## src/rtl/ddd_pkg.sv

```systemverilog
// Shared constants, types and helper functions for the dataflow depth tracker.
package ddd_pkg;

    localparam int NUM_REGS_DEF    = 32;
    localparam int MAX_INSTS_DEF   = 4096;
    localparam int NUM_OPCODES_DEF = 16;

    localparam int OP_W      = 4;
    localparam int REG_W     = 5;
    localparam int IDX_OUT_W = 12;
    localparam int DEPTH_W   = 24;
    localparam int LAT_W     = 8;
    localparam int TBL_W     = 64;
    localparam int CFG_IDX_W = 2;

    localparam int QUEUE_DEPTH = 4;

    localparam logic [CFG_IDX_W-1:0] CFG_LAT_LOW  = CFG_IDX_W'(0);
    localparam logic [CFG_IDX_W-1:0] CFG_LAT_HIGH = CFG_IDX_W'(1);

    localparam logic [DEPTH_W-1:0] DEPTH_MAX = '1;

    // Classified instruction as it waits between front and back.
    typedef struct packed {
        logic             new_program;
        logic [LAT_W-1:0] latency;
        logic             s1_ok;
        logic [REG_W-1:0] s1;
        logic             s2_ok;
        logic [REG_W-1:0] s2;
        logic             dst_ok;
        logic [REG_W-1:0] dst;
    } t_ddd_item;

    // Queue status seen by both sides.
    typedef struct packed {
        logic full;
        logic vld;
    } t_ddd_qstat;

    typedef struct packed {
        logic [IDX_OUT_W-1:0] inst_index;
        logic                 dep_one_valid;
        logic [IDX_OUT_W-1:0] dep_one_index;
        logic                 dep_two_valid;
        logic [IDX_OUT_W-1:0] dep_two_index;
        logic [DEPTH_W-1:0]   depth;
    } t_ddd_result;

    // Pick the byte for an opcode out of the two table words.
    function automatic logic [LAT_W-1:0] lat_pick(
        input logic [TBL_W-1:0] lo,
        input logic [TBL_W-1:0] hi,
        input logic [OP_W-1:0]  op
    );
        logic [TBL_W-1:0] word;
        word = op[OP_W-1] ? hi : lo;
        return word[op[OP_W-2:0]*LAT_W +: LAT_W];
    endfunction

endpackage

```

## src/rtl/ddd_if.sv

```systemverilog
// Channel interfaces: instruction input, result output and configuration writes.
interface ddd_in_if;
    import ddd_pkg::*;
    logic             valid;
    logic             ready;
    logic [OP_W-1:0]  opcode;
    logic [REG_W-1:0] source_one;
    logic [REG_W-1:0] source_two;
    logic [REG_W-1:0] dest_reg;
    logic             new_program;
    modport source (output valid, opcode, source_one, source_two, dest_reg, new_program,
                    input ready);
    modport sink   (input valid, opcode, source_one, source_two, dest_reg, new_program,
                    output ready);
endinterface

interface ddd_out_if;
    import ddd_pkg::*;
    logic                 valid;
    logic                 ready;
    logic [IDX_OUT_W-1:0] inst_index;
    logic                 dep_one_valid;
    logic [IDX_OUT_W-1:0] dep_one_index;
    logic                 dep_two_valid;
    logic [IDX_OUT_W-1:0] dep_two_index;
    logic [DEPTH_W-1:0]   depth;
    modport source (output valid, inst_index, dep_one_valid, dep_one_index, dep_two_valid,
                    dep_two_index, depth, input ready);
    modport sink   (input valid, inst_index, dep_one_valid, dep_one_index, dep_two_valid,
                    dep_two_index, depth, output ready);
endinterface

interface ddd_cfg_if;
    import ddd_pkg::*;
    logic                 valid;
    logic                 ready;
    logic [CFG_IDX_W-1:0] index;
    logic [TBL_W-1:0]     data;
    modport source (output valid, index, data, input ready);
    modport sink   (input valid, index, data, output ready);
endinterface

```

## src/rtl/dataflow_dependency_depth.sv

```systemverilog
// An accepted instruction beat passes the queue, the lookup register and the output register.
// Throughput: one instruction per cycle unless the result sink stalls; the writer memory's two
//   read ports are used once per instruction, its write port at most once, last write forwarded.
// Reset (synchronous, active low): empties the queue and pipeline, clears every writer valid
//   bit, the instruction counter and both latency table words; no clearing pass is needed.
module dataflow_dependency_depth #(
    parameter int NUM_REGS    = ddd_pkg::NUM_REGS_DEF,
    parameter int MAX_INSTS   = ddd_pkg::MAX_INSTS_DEF,
    parameter int NUM_OPCODES = ddd_pkg::NUM_OPCODES_DEF
) (
    input  logic      i_clk,
    input  logic      i_rst_n,
    ddd_in_if.sink    i_in,
    ddd_out_if.source o_out,
    ddd_cfg_if.sink   i_cfg
);
    import ddd_pkg::*;

    // Latency table words; the user must write them only while the block is idle (not enforced).
    logic [TBL_W-1:0] r_lat_low;
    logic [TBL_W-1:0] r_lat_high;

    t_ddd_qstat q_stat;
    t_ddd_item  push_item;
    t_ddd_item  head_item;
    logic       q_push;
    logic       q_pop;

    // Config channel never stalls.
    assign i_cfg.ready = 1'b1;

    always_ff @(posedge i_clk) begin
        if (!i_rst_n) begin
            r_lat_low  <= '0;
            r_lat_high <= '0;
        end else if (i_cfg.valid) begin
            case (i_cfg.index)
                CFG_LAT_LOW: begin
                    r_lat_low <= i_cfg.data;
                end
                CFG_LAT_HIGH: begin
                    r_lat_high <= i_cfg.data;
                end
                default: begin
                    // drop writes to unknown registers
                end
            endcase
        end
    end

    // Front: take the beat, attach latency and register range flags.
    ddd_front #(
        .NUM_REGS    (NUM_REGS),
        .NUM_OPCODES (NUM_OPCODES)
    ) u_front (
        .i_in       (i_in),
        .i_lat_low  (r_lat_low),
        .i_lat_high (r_lat_high),
        .i_qstat    (q_stat),
        .o_push     (q_push),
        .o_item     (push_item)
    );

    // Queue: decouple front stalls from back stalls.
    ddd_queue u_queue (
        .i_clk   (i_clk),
        .i_rst_n (i_rst_n),
        .i_push  (q_push),
        .i_item  (push_item),
        .i_pop   (q_pop),
        .o_qstat (q_stat),
        .o_head  (head_item)
    );

    // Back: read writers, compute depth, record this instruction as writer, present result.
    ddd_back #(
        .NUM_REGS  (NUM_REGS),
        .MAX_INSTS (MAX_INSTS)
    ) u_back (
        .i_clk   (i_clk),
        .i_rst_n (i_rst_n),
        .i_qstat (q_stat),
        .i_head  (head_item),
        .o_pop   (q_pop),
        .o_out   (o_out)
    );

    // An accepted beat always lands in the queue.
    a_push_lands: assert property (@(posedge i_clk) disable iff (!i_rst_n)
        i_in.valid && i_in.ready |=> q_stat.vld)
        else $error("accepted beat did not reach the queue");

    // The back end never pops an empty queue.
    a_pop_nonempty: assert property (@(posedge i_clk) disable iff (!i_rst_n)
        q_pop |-> q_stat.vld)
        else $error("pop from empty queue");

    // A missing producer reports index zero.
    a_dep_zero: assert property (@(posedge i_clk) disable iff (!i_rst_n)
        o_out.valid && (!o_out.dep_one_valid || !o_out.dep_two_valid) |->
        ((o_out.dep_one_valid || o_out.dep_one_index == '0) &&
         (o_out.dep_two_valid || o_out.dep_two_index == '0)))
        else $error("producer index nonzero without producer");

endmodule

```

## src/rtl/ddd_front.sv

```systemverilog
// Front end: accept instruction beats, look up latency and range-check registers.
module ddd_front #(
    parameter int NUM_REGS    = ddd_pkg::NUM_REGS_DEF,
    parameter int NUM_OPCODES = ddd_pkg::NUM_OPCODES_DEF
) (
    ddd_in_if.sink                       i_in,
    input  logic [ddd_pkg::TBL_W-1:0]    i_lat_low,
    input  logic [ddd_pkg::TBL_W-1:0]    i_lat_high,
    input  ddd_pkg::t_ddd_qstat          i_qstat,
    output logic                         o_push,
    output ddd_pkg::t_ddd_item           o_item
);
    import ddd_pkg::*;

    logic op_ok;

    assign i_in.ready = !i_qstat.full;
    assign o_push     = i_in.valid && !i_qstat.full;

    // Opcodes past the table count have zero latency.
    assign op_ok = 32'(i_in.opcode) < NUM_OPCODES;

    always_comb begin
        o_item.new_program = i_in.new_program;
        o_item.latency     = op_ok ? lat_pick(i_lat_low, i_lat_high, i_in.opcode) : '0;
        o_item.s1_ok       = 32'(i_in.source_one) < NUM_REGS;
        o_item.s1          = i_in.source_one;
        o_item.s2_ok       = 32'(i_in.source_two) < NUM_REGS;
        o_item.s2          = i_in.source_two;
        o_item.dst_ok      = 32'(i_in.dest_reg) < NUM_REGS;
        o_item.dst         = i_in.dest_reg;
    end

endmodule

```

## src/rtl/ddd_queue.sv

```systemverilog
// Small FIFO of classified instructions between the front end and the back end.
module ddd_queue (
    input  logic                i_clk,
    input  logic                i_rst_n,
    input  logic                i_push,
    input  ddd_pkg::t_ddd_item  i_item,
    input  logic                i_pop,
    output ddd_pkg::t_ddd_qstat o_qstat,
    output ddd_pkg::t_ddd_item  o_head
);
    import ddd_pkg::*;

    localparam int PTR_W = (QUEUE_DEPTH > 1) ? $clog2(QUEUE_DEPTH) : 1;
    localparam int CNT_W = $clog2(QUEUE_DEPTH + 1);
    localparam logic [PTR_W-1:0] PTR_LAST = PTR_W'(QUEUE_DEPTH - 1);
    localparam logic [CNT_W-1:0] CNT_FULL = CNT_W'(QUEUE_DEPTH);

    t_ddd_item        r_mem [QUEUE_DEPTH];
    logic [PTR_W-1:0] r_wr, n_wr;
    logic [PTR_W-1:0] r_rd, n_rd;
    logic [CNT_W-1:0] r_cnt, n_cnt;

    assign o_qstat.full = (r_cnt == CNT_FULL);
    assign o_qstat.vld  = (r_cnt != '0);
    assign o_head       = r_mem[r_rd];

    always_comb begin
        n_wr  = r_wr;
        n_rd  = r_rd;
        n_cnt = r_cnt;
        if (i_push) begin
            n_wr = (r_wr == PTR_LAST) ? '0 : r_wr + 1'b1;
        end
        if (i_pop) begin
            n_rd = (r_rd == PTR_LAST) ? '0 : r_rd + 1'b1;
        end
        if (i_push && !i_pop) begin
            n_cnt = r_cnt + 1'b1;
        end else if (!i_push && i_pop) begin
            n_cnt = r_cnt - 1'b1;
        end
    end

    always_ff @(posedge i_clk) begin
        if (!i_rst_n) begin
            r_wr  <= '0;
            r_rd  <= '0;
            r_cnt <= '0;
        end else begin
            r_wr  <= n_wr;
            r_rd  <= n_rd;
            r_cnt <= n_cnt;
        end
    end

    always_ff @(posedge i_clk) begin
        if (i_push) begin
            r_mem[r_wr] <= i_item;
        end
    end

endmodule

```

## src/rtl/ddd_back.sv

```systemverilog
// Back end: register scoreboard lookup, depth compute, writer update and result register.
module ddd_back #(
    parameter int NUM_REGS  = ddd_pkg::NUM_REGS_DEF,
    parameter int MAX_INSTS = ddd_pkg::MAX_INSTS_DEF
) (
    input  logic                i_clk,
    input  logic                i_rst_n,
    input  ddd_pkg::t_ddd_qstat i_qstat,
    input  ddd_pkg::t_ddd_item  i_head,
    output logic                o_pop,
    ddd_out_if.source           o_out
);
    import ddd_pkg::*;

    localparam int REG_AW = $clog2(NUM_REGS);
    localparam int IDXW   = $clog2(MAX_INSTS);
    localparam int ENT_W  = IDXW + DEPTH_W;
    localparam logic [IDXW-1:0] IDX_LAST = IDXW'(MAX_INSTS - 1);

    // Writer memory: {writer index, ready time}; valid bits live in flops.
    logic [ENT_W-1:0]    r_mem [NUM_REGS];
    logic [ENT_W-1:0]    r_rd1, r_rd2;
    logic [NUM_REGS-1:0] r_valid, n_valid;

    // Most recent write, to cover the read that raced it.
    logic              r_fw_vld;
    logic [REG_AW-1:0] r_fw_dst;
    logic [ENT_W-1:0]  r_fw_ent;

    logic        r_s2_vld;
    t_ddd_item   r_s2;
    logic [IDXW-1:0] r_next, n_next;

    logic        r_out_vld;
    t_ddd_result r_out, n_out;

    logic              out_free, s2_fire;
    logic [REG_AW-1:0] a1, a2, ad;
    logic              hit1, hit2;
    logic [ENT_W-1:0]  ent1, ent2, n_ent;
    logic [DEPTH_W-1:0] t1, t2, dep, done;
    logic [DEPTH_W:0]   sum;
    logic [IDXW-1:0]    i1, i2, me;

    assign out_free = !r_out_vld || o_out.ready;
    assign s2_fire  = r_s2_vld && out_free;
    assign o_pop    = i_qstat.vld && (!r_s2_vld || out_free);

    always_comb begin
        a1   = REG_AW'(r_s2.s1);
        a2   = REG_AW'(r_s2.s2);
        ad   = REG_AW'(r_s2.dst);
        hit1 = r_s2.s1_ok && !r_s2.new_program && r_valid[a1];
        hit2 = r_s2.s2_ok && !r_s2.new_program && r_valid[a2];
        ent1 = (r_fw_vld && r_fw_dst == a1) ? r_fw_ent : r_rd1;
        ent2 = (r_fw_vld && r_fw_dst == a2) ? r_fw_ent : r_rd2;
        t1   = hit1 ? ent1[DEPTH_W-1:0] : '0;
        t2   = hit2 ? ent2[DEPTH_W-1:0] : '0;
        i1   = hit1 ? ent1[ENT_W-1:DEPTH_W] : '0;
        i2   = hit2 ? ent2[ENT_W-1:DEPTH_W] : '0;
        dep  = (t1 >= t2) ? t1 : t2;
        sum  = {1'b0, dep} + (DEPTH_W + 1)'(r_s2.latency);
        done = sum[DEPTH_W] ? DEPTH_MAX : sum[DEPTH_W-1:0];
        me   = r_s2.new_program ? '0 : r_next;
        n_next = (me == IDX_LAST) ? '0 : me + 1'b1;
        n_ent  = {me, done};

        n_valid = r_valid;
        if (r_s2.new_program) begin
            n_valid = '0;
        end
        if (r_s2.dst_ok) begin
            n_valid[ad] = 1'b1;
        end

        n_out.inst_index    = IDX_OUT_W'(me);
        n_out.dep_one_valid = hit1;
        n_out.dep_one_index = IDX_OUT_W'(i1);
        n_out.dep_two_valid = hit2;
        n_out.dep_two_index = IDX_OUT_W'(i2);
        n_out.depth         = dep;
    end

    always_ff @(posedge i_clk) begin
        if (!i_rst_n) begin
            r_valid   <= '0;
            r_fw_vld  <= 1'b0;
            r_s2_vld  <= 1'b0;
            r_next    <= '0;
            r_out_vld <= 1'b0;
        end else begin
            if (o_pop) begin
                r_s2_vld <= 1'b1;
            end else if (s2_fire) begin
                r_s2_vld <= 1'b0;
            end
            if (s2_fire) begin
                r_valid <= n_valid;
                r_next  <= n_next;
                if (r_s2.dst_ok) begin
                    r_fw_vld <= 1'b1;
                end
            end
            if (s2_fire) begin
                r_out_vld <= 1'b1;
            end else if (o_out.ready) begin
                r_out_vld <= 1'b0;
            end
        end
    end

    always_ff @(posedge i_clk) begin
        if (o_pop) begin
            r_s2  <= i_head;
            r_rd1 <= r_mem[REG_AW'(i_head.s1)];
            r_rd2 <= r_mem[REG_AW'(i_head.s2)];
        end
        if (s2_fire && r_s2.dst_ok) begin
            r_mem[ad] <= n_ent;
            r_fw_dst  <= ad;
            r_fw_ent  <= n_ent;
        end
        if (s2_fire) begin
            r_out <= n_out;
        end
    end

    assign o_out.valid         = r_out_vld;
    assign o_out.inst_index    = r_out.inst_index;
    assign o_out.dep_one_valid = r_out.dep_one_valid;
    assign o_out.dep_one_index = r_out.dep_one_index;
    assign o_out.dep_two_valid = r_out.dep_two_valid;
    assign o_out.dep_two_index = r_out.dep_two_index;
    assign o_out.depth         = r_out.depth;

endmodule

```

## src/flat_wrapper.sv

```systemverilog
// flat-port wrapper written by rule: the top's interface ports become plain ports
module dataflow_dependency_depth_flat import ddd_pkg::*;
#(
    parameter int NUM_REGS    = ddd_pkg::NUM_REGS_DEF,
    parameter int MAX_INSTS   = ddd_pkg::MAX_INSTS_DEF,
    parameter int NUM_OPCODES = ddd_pkg::NUM_OPCODES_DEF
)
  (i_clk, i_rst_n, i_in_valid, i_in_opcode, i_in_source_one, i_in_source_two, i_in_dest_reg, i_in_new_program, i_in_ready, o_out_valid, o_out_inst_index, o_out_dep_one_valid, o_out_dep_one_index, o_out_dep_two_valid, o_out_dep_two_index, o_out_depth, o_out_ready, i_cfg_valid, i_cfg_index, i_cfg_data, i_cfg_ready);
  ddd_in_if i_in_i ();
  ddd_out_if o_out_i ();
  ddd_cfg_if i_cfg_i ();
  input  logic i_clk;
  input  logic i_rst_n;
  input wire logic [$bits(i_in_i.valid)-1:0] i_in_valid;
  input wire logic [$bits(i_in_i.opcode)-1:0] i_in_opcode;
  input wire logic [$bits(i_in_i.source_one)-1:0] i_in_source_one;
  input wire logic [$bits(i_in_i.source_two)-1:0] i_in_source_two;
  input wire logic [$bits(i_in_i.dest_reg)-1:0] i_in_dest_reg;
  input wire logic [$bits(i_in_i.new_program)-1:0] i_in_new_program;
  output wire logic [$bits(i_in_i.ready)-1:0] i_in_ready;
  output wire logic [$bits(o_out_i.valid)-1:0] o_out_valid;
  output wire logic [$bits(o_out_i.inst_index)-1:0] o_out_inst_index;
  output wire logic [$bits(o_out_i.dep_one_valid)-1:0] o_out_dep_one_valid;
  output wire logic [$bits(o_out_i.dep_one_index)-1:0] o_out_dep_one_index;
  output wire logic [$bits(o_out_i.dep_two_valid)-1:0] o_out_dep_two_valid;
  output wire logic [$bits(o_out_i.dep_two_index)-1:0] o_out_dep_two_index;
  output wire logic [$bits(o_out_i.depth)-1:0] o_out_depth;
  input wire logic [$bits(o_out_i.ready)-1:0] o_out_ready;
  input wire logic [$bits(i_cfg_i.valid)-1:0] i_cfg_valid;
  input wire logic [$bits(i_cfg_i.index)-1:0] i_cfg_index;
  input wire logic [$bits(i_cfg_i.data)-1:0] i_cfg_data;
  output wire logic [$bits(i_cfg_i.ready)-1:0] i_cfg_ready;
  assign i_in_i.valid = i_in_valid;
  assign i_in_i.opcode = i_in_opcode;
  assign i_in_i.source_one = i_in_source_one;
  assign i_in_i.source_two = i_in_source_two;
  assign i_in_i.dest_reg = i_in_dest_reg;
  assign i_in_i.new_program = i_in_new_program;
  assign i_in_ready = i_in_i.ready;
  assign o_out_valid = o_out_i.valid;
  assign o_out_inst_index = o_out_i.inst_index;
  assign o_out_dep_one_valid = o_out_i.dep_one_valid;
  assign o_out_dep_one_index = o_out_i.dep_one_index;
  assign o_out_dep_two_valid = o_out_i.dep_two_valid;
  assign o_out_dep_two_index = o_out_i.dep_two_index;
  assign o_out_depth = o_out_i.depth;
  assign o_out_i.ready = o_out_ready;
  assign i_cfg_i.valid = i_cfg_valid;
  assign i_cfg_i.index = i_cfg_index;
  assign i_cfg_i.data = i_cfg_data;
  assign i_cfg_ready = i_cfg_i.ready;
  dataflow_dependency_depth #(.NUM_REGS(NUM_REGS), .MAX_INSTS(MAX_INSTS), .NUM_OPCODES(NUM_OPCODES)) u_core (.i_clk(i_clk), .i_rst_n(i_rst_n), .i_in(i_in_i), .o_out(o_out_i), .i_cfg(i_cfg_i));
endmodule
```

## config.mk

```make
export PLATFORM = sky130hd
export DESIGN_NAME = dataflow_dependency_depth_flat
export DESIGN_NICKNAME = d
export VERILOG_FILES = /design/src/rtl/ddd_pkg.sv /design/src/rtl/ddd_if.sv /design/src/rtl/dataflow_dependency_depth.sv /design/src/rtl/ddd_front.sv /design/src/rtl/ddd_queue.sv /design/src/rtl/ddd_back.sv /design/src/flat_wrapper.sv
export SDC_FILE = /design/constraint.sdc
export NUM_CORES = 2
export LEC_CHECK = 0
export ABC_AREA = 1
export BUFFER_PORTS_ARGS = -buffer_cell sky130_fd_sc_hd__clkbuf_2
export CELL_PAD_IN_SITES_DETAIL_PLACEMENT = 1
export CELL_PAD_IN_SITES_GLOBAL_PLACEMENT = 1
export CORE_ASPECT_RATIO = 1.1
export CORE_MARGIN = 10
export CORE_UTILIZATION = 54
export CTS_CLUSTER_SIZE = 25
export DETAILED_ROUTE_END_ITERATION = 7
export PLACE_DENSITY = 0.88
export SLEW_MARGIN = 10
export SYNTH_ARGS = -nofsm -noshare
export SYNTH_HDL_FRONTEND = slang
export SYNTH_HIERARCHICAL = 1
export SYNTH_SLANG_ARGS = --single-unit
export TNS_END_PERCENT = 5
```

## constraint.sdc

```tcl
create_clock -name i_clk -period 20.2 [get_ports i_clk]
set_input_delay 4.04 -clock i_clk [delete_from_list [all_inputs] [get_ports i_clk]]
set_output_delay 4.04 -clock i_clk [all_outputs]
set_load 0.1 [all_outputs]
```

==> results_tabular.tex <==
\begin{tabular}{lr}
\hline
Metric & Value \\
\hline
\multicolumn{2}{l}{\textbf{CTS}} \\
\quad Later-pin clock latency in the skew report & 860 ps \\
\quad CTS tree & built \\
\quad Clock-pin slew on the worst setup and hold paths & 60 ps \\
\quad Number of buffers created by CTS & 166 \\
\quad Clock Path Buffers & 3 \\
\quad CTS H-tree lvls & 4 \\
\quad Number of buffers inserted by post-CTS setup repair & 0 \\
\quad Clk sink count & 1646 \\
\quad Count of hold-fix buffers inserted at cts & 0 \\
\quad CTS resizes & 0 \\
\quad Clock root buffer master & sky130\_fd\_sc\_hd\_\_clkbuf\_16 \\
\multicolumn{2}{l}{\textbf{Global routing}} \\
\quad Global-route wire length before repair & 473000 um \\
\quad Grt total ovfl & 0 \\
\quad Maximum number of pins on one net before global-route repair & 175 \\
\quad All-Layer GR Usage & 39.4\% \\
\quad Via count of the first global-routing pass & 72200 \\
\quad Antenna violations before repair & 20 \\
\multicolumn{2}{l}{\textbf{Final layout}} \\
\quad Area occupied by multi-input gates & 26500 um2 \\
\quad Share of final-layout standard cells stronger than drive strength 1 & 8.33\% \\
\quad Sequential cell area in the final layout & 47600 um2 \\
\quad Net count of the finished layout & 7867 \\
\quad Final Instance Area & 85300 um2 \\
\quad Total of fill cells in the finished design & 15500 \\
\quad Area growth from synthesis to final layout & 9.28\% \\
\multicolumn{2}{l}{\textbf{STA}} \\
\quad Clock Skews & 35.3 ps \\
\quad Unrepaired setup endpoints after global routing & no \\
\quad Setup tns final & 0 ps \\
\quad Max-slew headroom at the worst pin & 4.41\% \\
\quad Final setup violation count & 0 \\
\quad Worst slew pin tran & 1430 ps \\
\quad Final hold violation count & 0 \\
\quad Maximum achievable frequency & 100 MHz \\
\quad Min cycle time layout & 9950 ps \\
\quad Max-slew violation total from the final report & 0 \\
\quad Tcrit/Tclk final & 49.3\% \\
\multicolumn{2}{l}{\textbf{Place}} \\
\quad Quantity of I/O buffers inserted on ports & 154 \\
\quad Placed cell areas & 79900 um2 \\
\quad HPWL after DPL & 183000 um \\
\quad GPL Wtd Cong & 0.956 \\
\multicolumn{2}{l}{\textbf{Synthesis}} \\
\quad Yosys warning total & 6 \\
\quad Number of enable flip-flop cells after synthesis & 1462 \\
\quad Leading post-synthesis cells by instance count & 1584 x sky130\_fd\_sc\_hd\_\_nor2\_1, 1462 x sky130\_fd\_sc\_hd\_\_edfxtp\_1, 1266 x sky130\_fd\_sc\_hd\_\_o21ai\_0 \\
\quad Leading area contributor after synthesis & sky130\_fd\_sc\_hd\_\_edfxtp\_1 \\
\quad Distinct cells, synth & 52 \\
\quad Cells after Synth & 7929 \\
\quad Share of synthesized flip-flops with an asynchronous set or reset & 0\% \\
\quad Seq/Total Area, Yosys & 61.0\% \\
\quad Combined area of all synthesized cells & 78100 um2 \\
\quad Avg Cell Area, Syn & 9.84 um2 \\
\quad Leading cell types by total area after synthesis & sky130\_fd\_sc\_hd\_\_edfxtp\_1 56\%, sky130\_fd\_sc\_hd\_\_o21ai\_0 8.1\%, sky130\_fd\_sc\_hd\_\_nor2\_1 7.6\% \\
\quad Number of synthesized register bits & 1646 \\
\quad Cell with the most instances after synthesis & sky130\_fd\_sc\_hd\_\_nor2\_1 \\
\quad Fraction of post-synthesis cell area in the top cell type by area & 56.2\% \\
\quad Top flip-flop cell by instance count after synthesis & sky130\_fd\_sc\_hd\_\_edfxtp\_1 \\
\multicolumn{2}{l}{\textbf{Worst setup path}} \\
\quad Delay of the slowest critical-path stage & 1300 ps \\
\quad Critical R2R Launch & u\_core/u\_back/a1[0] \\
\quad Highest fanout seen on the critical path & 33 \\
\quad Startpoint class of the critical path & flip-flop \\
\quad Endpoint required time on the critical path & 20680 ps \\
\quad Endpoint arrival time on the critical path & 10430 ps \\
\quad Slowest stage cell, crit path & sky130\_fd\_sc\_hd\_\_nand3\_1 \\
\quad Critical path class & reg -> reg \\
\quad Cell with the most instances on the worst path & sky130\_fd\_sc\_hd\_\_nand2\_1 \\
\quad Nature of the critical path endpoint & flip-flop \\
\quad Reg2Reg Depth & 36 \\
\quad Register-to-register setup slack & 10250 ps \\
\quad Worst R2R End & u\_core/u\_back/r\_mem[11][19] \\
\multicolumn{2}{l}{\textbf{Min path}} \\
\quad Hold worst-path end & u\_core/r\_lat\_low[14] \\
\quad Hold path startpoint & u\_core/r\_lat\_low[14] \\
\quad Hold path cells & 2 \\
\quad Hold crit path type & reg -> reg \\
\multicolumn{2}{l}{\textbf{Route}} \\
\quad Drc violations & 0 \\
\quad Violation count after the first detailed-route iteration & 11600 \\
\quad Final ANT Viol Nets & 0 \\
\quad Average via count per standard cell & 7.21 \\
\quad Mean routed wirelength per cell & 33.4 um \\
\quad Via count & 70700 \\
\quad Final wirelength & 328000 um \\
\quad Total iterations of the first detailed-routing run & 6 \\
\multicolumn{2}{l}{\textbf{Die}} \\
\quad Die H & 419 um \\
\quad Die Outline Area & 160000 um2 \\
\quad Core area & 144000 um2 \\
\quad Starting density of the core & 54.3\% \\
\quad Ports & 156 \\
\quad Floorplan row count & 146 \\
\quad Width of the die & 383 um \\
\multicolumn{2}{l}{\textbf{Pwr}} \\
\quad Peak ir drop on the vdd network & 287 uV \\
\quad Power per Cell Area & 201 nW/um2 \\
\quad Leakage power & 29.6 nW \\
\multicolumn{2}{l}{\textbf{Run}} \\
\quad Reported max-cap violation count & 0 \\
\multicolumn{2}{l}{\textbf{Status}} \\
\quad Status & finished, final reports clean \\
\hline
\end{tabular}
[placed cells by master (no fill, tap or decap), types with 39 or more instances in the layout]
cell                        synthesis  final
sky130_fd_sc_hd__nand2_1          796    795
sky130_fd_sc_hd__clkbuf_16          0    169
sky130_fd_sc_hd__a32oi_1           64     64
sky130_fd_sc_hd__ha_1              39     39
sky130_fd_sc_hd__o21ai_0         1266   1265
sky130_fd_sc_hd__a31oi_1           80     80
sky130_fd_sc_hd__nor2_1          1584   1540
sky130_fd_sc_hd__clkbuf_2           0    152
sky130_fd_sc_hd__nand4_1           41     41
sky130_fd_sc_hd__o22ai_1          133    123
sky130_fd_sc_hd__buf_4             33    132
sky130_fd_sc_hd__nand3_1          412    407
sky130_fd_sc_hd__clkbuf_1         498     41
sky130_fd_sc_hd__inv_1            386    382
sky130_fd_sc_hd__edfxtp_1        1462   1462
sky130_fd_sc_hd__a21oi_1          223    223
sky130_fd_sc_hd__o221ai_1         437    437
sky130_fd_sc_hd__dfxtp_1          184    183
[sequential cells by signal (all words and copies together) (netlist names), 3 cells and up, named ones only]
name,cells
u_core/u_back/r_mem,1152
u_core/u_back/r_valid,32
u_core/u_back/r_rd1,36
u_core/u_back/o_out.inst_index,12
u_core/u_back/o_out.depth,24
u_core/u_back/a2,5
u_core/u_back/o_out.dep_two_index,12
u_core/u_back/o_out.dep_one_index,12
u_core/u_queue/r_cnt,3
u_core/u_back/ad,5
u_core/r_lat_high,64
u_core/r_lat_low,64
u_core/u_back/r_s2,12
u_core/u_back/r_fw_dst,5
u_core/u_back/r_fw_ent,36
u_core/u_back/a1,5
u_core/u_back/r_next,12
u_core/u_queue/r_mem,108
u_core/u_back/r_rd2,36
[critical path, delay by kind of cell, from the launching register on]
family                   cells  cell delay, ps
AND/OR/NAND/NOR             24            5620
AO/OA/AOI/OAI                4            1210
adder cells (fa/ha/maj)      3            1010
flip-flops                   1             860
buffers and inverters        5             840
[layout make-up]
class | count | share of cell area, %
flip-flops and latches | 1646 | 55.8
multi-input cells | 5221 | 31.0
clock buffers | 215 | 5.22
well taps | 1924 | 2.82
repair buffers | 290 | 2.19
inverters | 410 | 1.89
clock inverters | 89 | 1.03
diodes | 11 | 0.0323
[power by group]
part	total [mW]	internal, mW	switching (mW)	leakage (nW)
Clock	3.12	1.72	1.40	2.59
Combinational	8.66	1.77	6.89	12.2
Sequential	5.39	5.12	0.274	14.9
Total	17.2	8.61	8.57	29.6
[metal layers]
layer,vias to the layer above,global-route usage [%],share of wire [%]
met5,-,0,0.048
met4,18,34.0,9.9
met3,1914,11.4,13
met2,6263,60.1,44
met1,34400,45.7,33
li1,28200,-,-
[kinds of logic after synthesis]
| group | count (synthesis) | synth area share [%] |
|---|---|---|
| buffers and inverters | 1064 | 5.70 |
| AOI/OAI and AO/OA | 2281 | 17.6 |
| DFF | 1646 | 61.0 |
| muxes | 2 | 0.0256 |
| other | 2 | 0.00962 |
| and+or+nand+nor | 2883 | 14.9 |
| adders and majority gates | 41 | 0.676 |
| xor gates and xnor gates | 10 | 0.112 |
[through the flow]
step / util [%] / worst slack, ps / total power [mW] / hold WS [ps] / std cells
after floorplan: - / 12580 / 10.3 / 445 / 7931
after global placement: 55.6 / 11030 / 13.0 / 455 / 9490
after detailed placement: 55.6 / 10600 / 13.5 / 468 / 9490
after CTS: 59.3 / 10440 / 16.7 / 484 / 9794
after global routing: 59.3 / 9790 / 17.6 / 506 / 9796
final: 59.3 / 10250 / 17.2 / 479 / 9806
[how the worst max path moves through the flow]
stage	to	slack, ps	start	cells after the start
after floorplan	u_core/u_queue/r_cnt[1]	12580	o_out_ready	10
after global placement	u_core/u_back/r_mem[0][23]	11030	u_core/u_back/a1[0]	39
after detailed placement	u_core/u_back/r_mem[14][14]	10600	u_core/u_back/a1[0]	36
after CTS	u_core/u_back/r_mem[19][14]	10440	u_core/u_back/a1[0]	36
after global routing	u_core/u_back/r_mem[9][19]	9790	u_core/u_back/a1[0]	36
final	u_core/u_back/r_mem[11][19]	10250	u_core/u_back/a1[0]	36
Power figures use the tool's default switching activity.
